--- config.mk ---
export PLATFORM = sky130hd
export DESIGN_NAME = hensel_divide_limb_shift
export DESIGN_NICKNAME = d
export VERILOG_FILES = /design/src/rtl/core/hdls_pkg.sv /design/src/rtl/core/hensel_divide_limb_shift.sv
export SDC_FILE = /design/constraint.sdc
export NUM_CORES = 2
export LEC_CHECK = 0
export ABC_AREA = 1
export BUFFER_PORTS_ARGS = -buffer_cell sky130_fd_sc_hd__buf_2
export CORE_MARGIN = 8
export CORE_UTILIZATION = 25
export CTS_BUF_LIST = sky130_fd_sc_hd__clkbuf_16
export DETAILED_ROUTE_END_ITERATION = 7
export MAX_ROUTING_LAYER = met4
export PLACE_DENSITY_LB_ADDON = 0.1
export SKIP_LAST_GASP = 1
export SLEW_MARGIN = 20
export SYNTH_ARGS = -nofsm -noshare
export SYNTH_HDL_FRONTEND = slang
export SYNTH_SLANG_ARGS = --single-unit
--- constraint.sdc ---
create_clock -name clk -period 9.6 [get_ports clk]
set_clock_uncertainty 0.15 [all_clocks]
set_input_delay 0.48 -clock clk [delete_from_list [all_inputs] [get_ports clk]]
set_output_delay 0.48 -clock clk [all_outputs]
set_load 0.005 [all_outputs]
--- src/rtl/core/hdls_pkg.sv ---
// Shared types and constants for the Hensel limb divider.
`default_nettype none

package hdls_pkg;

    localparam int unsigned LIMB_WIDTH_DEF  = 64;
    localparam int unsigned FIELD_WIDTH     = 64;
    localparam int unsigned SHIFT_WIDTH     = 6;
    localparam int unsigned CFG_INDEX_WIDTH = 1;

    // register indexes
    localparam logic [CFG_INDEX_WIDTH-1:0] CFG_DIVISOR = 1'b0;
    localparam logic [CFG_INDEX_WIDTH-1:0] CFG_SHIFT   = 1'b1;

    // Newton rounds for the 2-adic inverse, partial products per multiply
    localparam int unsigned INV_ROUNDS = 5;
    localparam int unsigned MUL_STEPS  = 4;

    typedef enum logic [2:0] {
        ST_IDLE,
        ST_INV_D,
        ST_INV_T,
        ST_QUOT,
        ST_HIGH,
        ST_EMIT_MERGE,
        ST_EMIT_FINAL
    } hdls_state_t;

endpackage

`default_nettype wire

--- src/rtl/core/hensel_divide_limb_shift.sv ---
// Hensel (2-adic) divider of a multi-limb number by an odd limb, shifted quotient.
`default_nettype none

// Usage
//   Input channel (in_valid / in_stall): one dividend limb per item, least
//   significant first. first_limb opens an operand and brings carry_in as the
//   starting high value; final_limb closes it.
//   Output channel (out_valid / out_stall): quotient limbs shifted right by
//   shift_amount, one limb late. A final limb yields the merged limb (if a run
//   was open) and then the last limb with the remainder and last_of_run set.
//   Config port: cfg_write_en / cfg_index / cfg_data, no wait state. Writing
//   the divisor forces bit 0 high and recomputes its inverse with five Newton
//   rounds (ten multiplies) while in_stall is held high.
// Timing
//   All products run through one shared HxH multiplier (H = half a limb),
//   four partial products accumulated per product. A limb needs two
//   dependent products (quotient, then high part), then up to two results;
//   no new item is taken until the last is through. in_stall is high from
//   accept until the last result of the item sits in the output register,
//   or until the second product ends for an item that yields nothing.
// Reset
//   Divisor 1, inverse 1, shift 0, no run open, output register empty.
// Back-pressure
//   The output register holds its item while out_stall is high; the block
//   waits in its result state until the register frees up.
module hensel_divide_limb_shift
    import hdls_pkg::*;
#(
    parameter int unsigned LIMB_WIDTH = LIMB_WIDTH_DEF
)
(
    input  wire logic                       clk,
    input  wire logic                       rst_n,
    // configuration
    input  wire logic                       cfg_write_en,
    input  wire logic [CFG_INDEX_WIDTH-1:0] cfg_index,
    input  wire logic [FIELD_WIDTH-1:0]     cfg_data,
    // input channel
    input  wire logic                       in_valid,
    output logic                            in_stall,
    input  wire logic [FIELD_WIDTH-1:0]     dividend_limb,
    input  wire logic [FIELD_WIDTH-1:0]     carry_in,
    input  wire logic                       first_limb,
    input  wire logic                       final_limb,
    // output channel
    output logic                            out_valid,
    input  wire logic                       out_stall,
    output logic [FIELD_WIDTH-1:0]          quotient_limb,
    output logic [FIELD_WIDTH-1:0]          remainder,
    output logic                            last_of_run
);

    localparam int unsigned LW     = LIMB_WIDTH;
    localparam int unsigned H      = (LIMB_WIDTH + 1) / 2;
    localparam int unsigned OPW    = 2 * H;
    localparam int unsigned ACCW   = 4 * H;
    localparam logic [SHIFT_WIDTH-1:0] S_MAX = SHIFT_WIDTH'(LIMB_WIDTH - 1);

    hdls_state_t            state_reg, state_next;

    // shared multiplier
    logic [OPW-1:0]         op_a_reg, op_a_next;
    logic [OPW-1:0]         op_b_reg, op_b_next;
    logic [2:0]             mul_cnt_reg, mul_cnt_next;
    logic [OPW-1:0]         pp_reg, pp_next;
    logic [1:0]             pp_pos_reg, pp_pos_next;
    logic [ACCW-1:0]        acc_reg, acc_next;
    logic [2:0]             iter_reg, iter_next;

    // configuration and running state
    logic [LW-1:0]          divisor_reg, divisor_next;
    logic [LW-1:0]          inverse_reg, inverse_next;
    logic [SHIFT_WIDTH-1:0] shift_amount_reg, shift_amount_next;
    logic [LW-1:0]          running_high_reg, running_high_next;
    logic                   borrow_reg, borrow_next;
    logic [LW-1:0]          pending_reg, pending_next;
    logic [LW-1:0]          quot_reg, quot_next;
    logic                   had_open_reg, had_open_next;
    logic                   final_reg, final_next;
    logic                   run_open_reg, run_open_next;

    // output register
    logic                   out_valid_reg, out_valid_next;
    logic [LW-1:0]          out_quot_reg, out_quot_next;
    logic [LW-1:0]          out_rem_reg, out_rem_next;
    logic                   out_last_reg, out_last_next;

    logic [H-1:0]           mul_a_half;
    logic [H-1:0]           mul_b_half;
    logic [ACCW-1:0]        pp_aligned;
    logic [ACCW-1:0]        acc_sum;
    logic                   mul_done;
    logic                   accept;
    logic                   out_free;
    logic                   div_write;
    logic                   open_now;
    logic [LW-1:0]          x_val;
    logic [LW-1:0]          rh_val;
    logic [LW-1:0]          t_val;
    logic [LW-1:0]          new_divisor;
    logic [SHIFT_WIDTH-1:0] s_eff;

    assign div_write = cfg_write_en && (cfg_index == CFG_DIVISOR);
    assign in_stall  = (state_reg != ST_IDLE) || div_write;
    assign accept    = in_valid && !in_stall;
    assign out_free  = !out_valid_reg || !out_stall;

    // partial product select: cnt[0] picks the half of a, cnt[1] the half of b
    assign mul_a_half = mul_cnt_reg[0] ? op_a_reg[OPW-1:H] : op_a_reg[H-1:0];
    assign mul_b_half = mul_cnt_reg[1] ? op_b_reg[OPW-1:H] : op_b_reg[H-1:0];
    assign mul_done   = (mul_cnt_reg == 3'(MUL_STEPS));

    always_comb
    begin
        case (pp_pos_reg)
            2'd0:    pp_aligned = ACCW'(pp_reg);
            2'd1:    pp_aligned = ACCW'(pp_reg) << H;
            2'd2:    pp_aligned = ACCW'(pp_reg) << (2 * H);
            default: pp_aligned = '0;
        endcase
    end

    assign acc_sum = acc_reg + pp_aligned;

    // limb front end
    assign open_now    = run_open_reg && !first_limb;
    assign x_val       = dividend_limb[LW-1:0];
    assign rh_val      = open_now ? running_high_reg : carry_in[LW-1:0];
    assign t_val       = rh_val + LW'(open_now && borrow_reg);
    assign new_divisor = cfg_data[LW-1:0] | LW'(1);
    assign s_eff       = (shift_amount_reg > S_MAX) ? S_MAX : shift_amount_reg;

    always_ff @(posedge clk or negedge rst_n)
    begin
        if (!rst_n)
        begin
            state_reg        <= ST_IDLE;
            mul_cnt_reg      <= '0;
            iter_reg         <= '0;
            divisor_reg      <= LW'(1);
            inverse_reg      <= LW'(1);
            shift_amount_reg <= '0;
            running_high_reg <= '0;
            borrow_reg       <= 1'b0;
            pending_reg      <= '0;
            had_open_reg     <= 1'b0;
            final_reg        <= 1'b0;
            run_open_reg     <= 1'b0;
            out_valid_reg    <= 1'b0;
        end
        else
        begin
            state_reg        <= state_next;
            mul_cnt_reg      <= mul_cnt_next;
            iter_reg         <= iter_next;
            divisor_reg      <= divisor_next;
            inverse_reg      <= inverse_next;
            shift_amount_reg <= shift_amount_next;
            running_high_reg <= running_high_next;
            borrow_reg       <= borrow_next;
            pending_reg      <= pending_next;
            had_open_reg     <= had_open_next;
            final_reg        <= final_next;
            run_open_reg     <= run_open_next;
            out_valid_reg    <= out_valid_next;
        end
    end

    // datapath, no reset
    always_ff @(posedge clk)
    begin
        op_a_reg     <= op_a_next;
        op_b_reg     <= op_b_next;
        pp_reg       <= pp_next;
        pp_pos_reg   <= pp_pos_next;
        acc_reg      <= acc_next;
        quot_reg     <= quot_next;
        out_quot_reg <= out_quot_next;
        out_rem_reg  <= out_rem_next;
        out_last_reg <= out_last_next;
    end

    always_comb
    begin
        state_next        = state_reg;
        op_a_next         = op_a_reg;
        op_b_next         = op_b_reg;
        mul_cnt_next      = mul_cnt_reg;
        pp_next           = OPW'(mul_a_half) * OPW'(mul_b_half);
        pp_pos_next       = {1'b0, mul_cnt_reg[0]} + {1'b0, mul_cnt_reg[1]};
        acc_next          = acc_reg;
        iter_next         = iter_reg;
        divisor_next      = divisor_reg;
        inverse_next      = inverse_reg;
        shift_amount_next = shift_amount_reg;
        running_high_next = running_high_reg;
        borrow_next       = borrow_reg;
        pending_next      = pending_reg;
        quot_next         = quot_reg;
        had_open_next     = had_open_reg;
        final_next        = final_reg;
        run_open_next     = run_open_reg;
        out_valid_next    = out_valid_reg && out_stall;
        out_quot_next     = out_quot_reg;
        out_rem_next      = out_rem_reg;
        out_last_next     = out_last_reg;

        // multiply states step the shared unit; first cycle only loads pp
        if (state_reg == ST_INV_D || state_reg == ST_INV_T ||
            state_reg == ST_QUOT || state_reg == ST_HIGH)
        begin
            mul_cnt_next = mul_cnt_reg + 3'd1;
            if (mul_cnt_reg != 3'd0)
            begin
                acc_next = acc_sum;
            end
        end

        case (state_reg)
            ST_IDLE:
            begin
                if (accept)
                begin
                    borrow_next   = (t_val > x_val);
                    had_open_next = open_now;
                    final_next    = final_limb;
                    op_a_next     = OPW'(x_val - t_val);
                    op_b_next     = OPW'(inverse_reg);
                    mul_cnt_next  = '0;
                    acc_next      = '0;
                    state_next    = ST_QUOT;
                end
            end

            ST_INV_D:
            begin
                // t = 2 - d * inv
                if (mul_done)
                begin
                    op_a_next    = OPW'(inverse_reg);
                    op_b_next    = OPW'(LW'(2) - acc_sum[LW-1:0]);
                    mul_cnt_next = '0;
                    acc_next     = '0;
                    state_next   = ST_INV_T;
                end
            end

            ST_INV_T:
            begin
                // inv = inv * t
                if (mul_done)
                begin
                    inverse_next = acc_sum[LW-1:0];
                    iter_next    = iter_reg + 3'd1;
                    op_a_next    = OPW'(divisor_reg);
                    op_b_next    = OPW'(acc_sum[LW-1:0]);
                    mul_cnt_next = '0;
                    acc_next     = '0;
                    if (iter_reg == 3'(INV_ROUNDS - 1))
                    begin
                        state_next = ST_IDLE;
                    end
                    else
                    begin
                        state_next = ST_INV_D;
                    end
                end
            end

            ST_QUOT:
            begin
                if (mul_done)
                begin
                    quot_next    = acc_sum[LW-1:0];
                    op_a_next    = OPW'(acc_sum[LW-1:0]);
                    op_b_next    = OPW'(divisor_reg);
                    mul_cnt_next = '0;
                    acc_next     = '0;
                    state_next   = ST_HIGH;
                end
            end

            ST_HIGH:
            begin
                if (mul_done)
                begin
                    running_high_next = acc_sum[2*LW-1:LW];
                    run_open_next     = !final_reg;
                    // with a run open, pending is kept until the merged limb leaves
                    if (had_open_reg)
                    begin
                        state_next = ST_EMIT_MERGE;
                    end
                    else if (final_reg)
                    begin
                        pending_next = quot_reg >> s_eff;
                        state_next   = ST_EMIT_FINAL;
                    end
                    else
                    begin
                        pending_next = quot_reg >> s_eff;
                        state_next   = ST_IDLE;
                    end
                end
            end

            ST_EMIT_MERGE:
            begin
                if (out_free)
                begin
                    out_valid_next = 1'b1;
                    out_quot_next  = pending_reg
                                   | ((quot_reg << (S_MAX - s_eff)) << 1);
                    out_rem_next   = '0;
                    out_last_next  = 1'b0;
                    pending_next   = quot_reg >> s_eff;
                    state_next     = final_reg ? ST_EMIT_FINAL : ST_IDLE;
                end
                else
                begin
                    out_quot_next = out_quot_reg;
                end
            end

            ST_EMIT_FINAL:
            begin
                if (out_free)
                begin
                    out_valid_next = 1'b1;
                    out_quot_next  = pending_reg;
                    out_rem_next   = running_high_reg + LW'(borrow_reg);
                    out_last_next  = 1'b1;
                    state_next     = ST_IDLE;
                end
            end

            default:
            begin
                state_next = ST_IDLE;
            end
        endcase

        if (cfg_write_en && cfg_index == CFG_SHIFT)
        begin
            shift_amount_next = cfg_data[SHIFT_WIDTH-1:0];
        end

        if (div_write)
        begin
            divisor_next = new_divisor;
            inverse_next = new_divisor;
            iter_next    = '0;
            op_a_next    = OPW'(new_divisor);
            op_b_next    = OPW'(new_divisor);
            mul_cnt_next = '0;
            acc_next     = '0;
            state_next   = ST_INV_D;
        end
    end

    assign out_valid     = out_valid_reg;
    assign quotient_limb = FIELD_WIDTH'(out_quot_reg);
    assign remainder     = FIELD_WIDTH'(out_rem_reg);
    assign last_of_run   = out_last_reg;

endmodule

`default_nettype wire
==> metrics.txt <==
global-route usage over all layers=0.261; synth top area cells=fa_1 20%, nand2_1 11%, edfxtp_1 11%; CTS tree=built; hold crit path type=in -> reg; number of remaining DRC errors=0; FF-to-FF path depth=27; gpl congestion=0.949; Worst path most repeated cell=fa_1; Final ANT Viol Nets=0; M1 GR Usage=0.351; worst skew pair latency=880 ps; final-report hold violation count=0; die area=approximately 380000 um^2; leading area contributor after synthesis=fa_1; vias in the first global route=87300; CTS H-tree lvls=3; Die Height=between 600 and 700 um; I/O Pins=around 330; Num Clock Sinks=between 700 and 800; first-pass GRT wire length=roughly 690 mm; largest net degree at the start of global routing=170; number of distinct library cells after synthesis=66; Num CTS Buffers=109; commonest non-fill, non-tap cell in the layout=nand2_1; WHS Endpoint=divisor_reg[24]$_DFFE_PN0P_; Min Hold Slack=just under 60 ps; most frequent cells in the layout=2717 x nand2_1, 2373 x inv_1, 1515 x nor2_1, 898 x fa_1, 804 x o21ai_0; effective utilization at floorplan=0.251; startpoint types=flip-flop; post-synth top area share=0.200; Final Max Tran Viols=0; Post-synth EDFFs=around 320; DR vias/cell=approximately 4.9; Yosys warning total=0; beginning of the worst hold path=cfg_write_en; die width=616 um; initial DRC count=between 8000 and 9000; maximum operating frequency=around 110 MHz; commonest register cell after synthesis=edfxtp_1; status=complete, no violations; Vias=about 87000; drt total wl=498 mm; area of the mapped netlist=90000 um^2; GR Overflow Total=0; CP delay by family, top=adder cells; Arr. time, crit path=a little under 10000 ps; Seq cells post-synth=790; initial antenna violation count=just under 60; busiest grt layer=met2; setup slack at placement=approximately 230 ps; sequential element share of the synthesized area=0.227; root cell of the clock tree=clkbuf_16; Slew headroom=0.115; core area=between 300000 and 400000 um^2; FILL cells=a little under 40000; Routed wire per std cell=approximately 28 um; Maximum Capacitance Violations=0; period utilization=0.961; Net Count, Synth=13900; FF-to-FF End=pp_reg[59]$_DFF_P_; max reg flops=approximately 130; Slew @ Worst Pin=approximately 1300 ps; met3 GRT Util=0.0299; Rows=220; Area growth, synth to finish=13.6%; met2 usage=0.413; Crit Path Max Fanout=25; Synth Area per Inst=around 7.3 um^2; ys async rst share=0.348; Clock Pin Slew Worst Setup and Hold Paths=~60 ps; final setup fails=0; HPWL Detailed=around 410 mm; Setup WS post-layout=around 370 ps; first-pass iteration count of the detailed router=6; crit end category=flip-flop; Tmin final=between 9000 and 10000 ps; layout cells sized above 1=0.0787; nets@finish=approximately 14000; CP Data Required Time=just over 10000 ps; R2R Setup Slk=between 300 and 400 ps; cell count after synthesis=~12000; Hold Crit Depth=4; Longest Clk Path Bufs=4; CP max stage delay=710 ps; Setup CP Type=reg -> reg; multi-input logic area=59200 um^2; unrepaired setup endpoints after global routing=yes; FF/Latch Area=approximately 20000 um^2; Buf/Inv on CP=7; port bufs=330; slowest stage cell, crit path=inv_1; FF-to-FF Start=mul_cnt_reg[1]$_DFF_PN0_
synthesized netlist by cell type (25+ instances only):
cell type	count
inv_1	2370
a21o_1	33
a31oi_1	61
dfxtp_1	196
ha_1	463
fa_1	898
nand4_1	73
o22ai_1	130
clkbuf_1	394
o21ai_1	54
nand2_1	2720
o21bai_1	103
o211ai_1	115
xnor2_1	58
clkinv_1	35
nor3_1	92
nand2_2	29
a21oi_1	513
or2_2	90
nand3_1	293
o21a_1	25
nor2_1	1521
o221ai_1	164
dfrtp_1	274
xor2_1	148
nor4_1	34
nand3b_1	29
buf_1	40
mux2i_1	73
o21ai_0	827
edfxtp_1	319
routing by layer:
layer,wire (um),vias up
met5,0,-
met4,18600,0
met3,26600,497
li1,-,39500
met2,227000,3053
met1,226000,43500
cell type report:
| class | instances | area share |
|---|---|---|
| inverter | 2422 | 0.0891 |
| tap | 4773 | 0.0584 |
| timing repair buffer | 602 | 0.0388 |
| sequential | 790 | 0.199 |
| clock inverter | 89 | 0.00787 |
| antenna | 30 | 0.000734 |
| multi-input combinational | 8696 | 0.579 |
| clock buffer | 111 | 0.0272 |
what timing repair did:
action,in CTS,in global routing
endpoints found under the hold margin,220,0
setup endpoints to repair,0,8
hold buffers,68,0
buffers inserted,0,1
resized for setup,0,2
worst min-delay path, cell delays in order:
cell and delay, ps:
buf_2 100, inv_1 80, nor2_4 110, o21ai_0 180
logic make-up (layout without fill, tap and decap cells):
kind of cell | count (synthesis) | after routing | share of synthesized area
and+or+nand+nor | 4962 | 4962 | 0.225
buffers and inverters | 2872 | 3224 | 0.120
AOI/OAI and AO/OA | 2093 | 2093 | 0.136
adders and majority gates | 1361 | 1361 | 0.264
DFF | 790 | 790 | 0.227
xor gates and xnor gates | 207 | 207 | 0.0202
muxes | 73 | 73 | 0.00812
other | 0 | 30 | 0
worst max path at each step:
| stage | start | end | cells past startpoint |
|---|---|---|---|
| floorplan | state_reg[2]$_DFFE_PN0P_ | last_of_run$_DFFE_PP_ | 7 |
| global placement | mul_cnt_reg[0]$_DFF_PN0_ | pp_reg[59]$_DFF_P_ | 25 |
| detailed placement | mul_cnt_reg[0]$_DFF_PN0_ | pp_reg[59]$_DFF_P_ | 25 |
| CTS | mul_cnt_reg[0]$_DFF_PN0_ | pp_reg[59]$_DFF_P_ | 25 |
| global route | mul_cnt_reg[1]$_DFF_PN0_ | pp_reg[59]$_DFF_P_ | 27 |
| finish | mul_cnt_reg[1]$_DFF_PN0_ | pp_reg[59]$_DFF_P_ | 27 |
per-stage QoR:
step / setup TNS, ps / util / instance area, um^2 / cells
CTS: 0 / 0.285 / 102000 / 17500
floorplan: 0 / - / 90000 / 12400
global route: -84.2 / 0.285 / 102000 / 17500
finish: 0 / 0.285 / 102000 / 17500
detailed placement: 0 / 0.273 / 97900 / 17200
global placement: 0 / 0.273 / 97900 / 17200
Power is not shown: default switching activity piles up to over one toggle a cycle in this logic, so the estimate is an artifact.
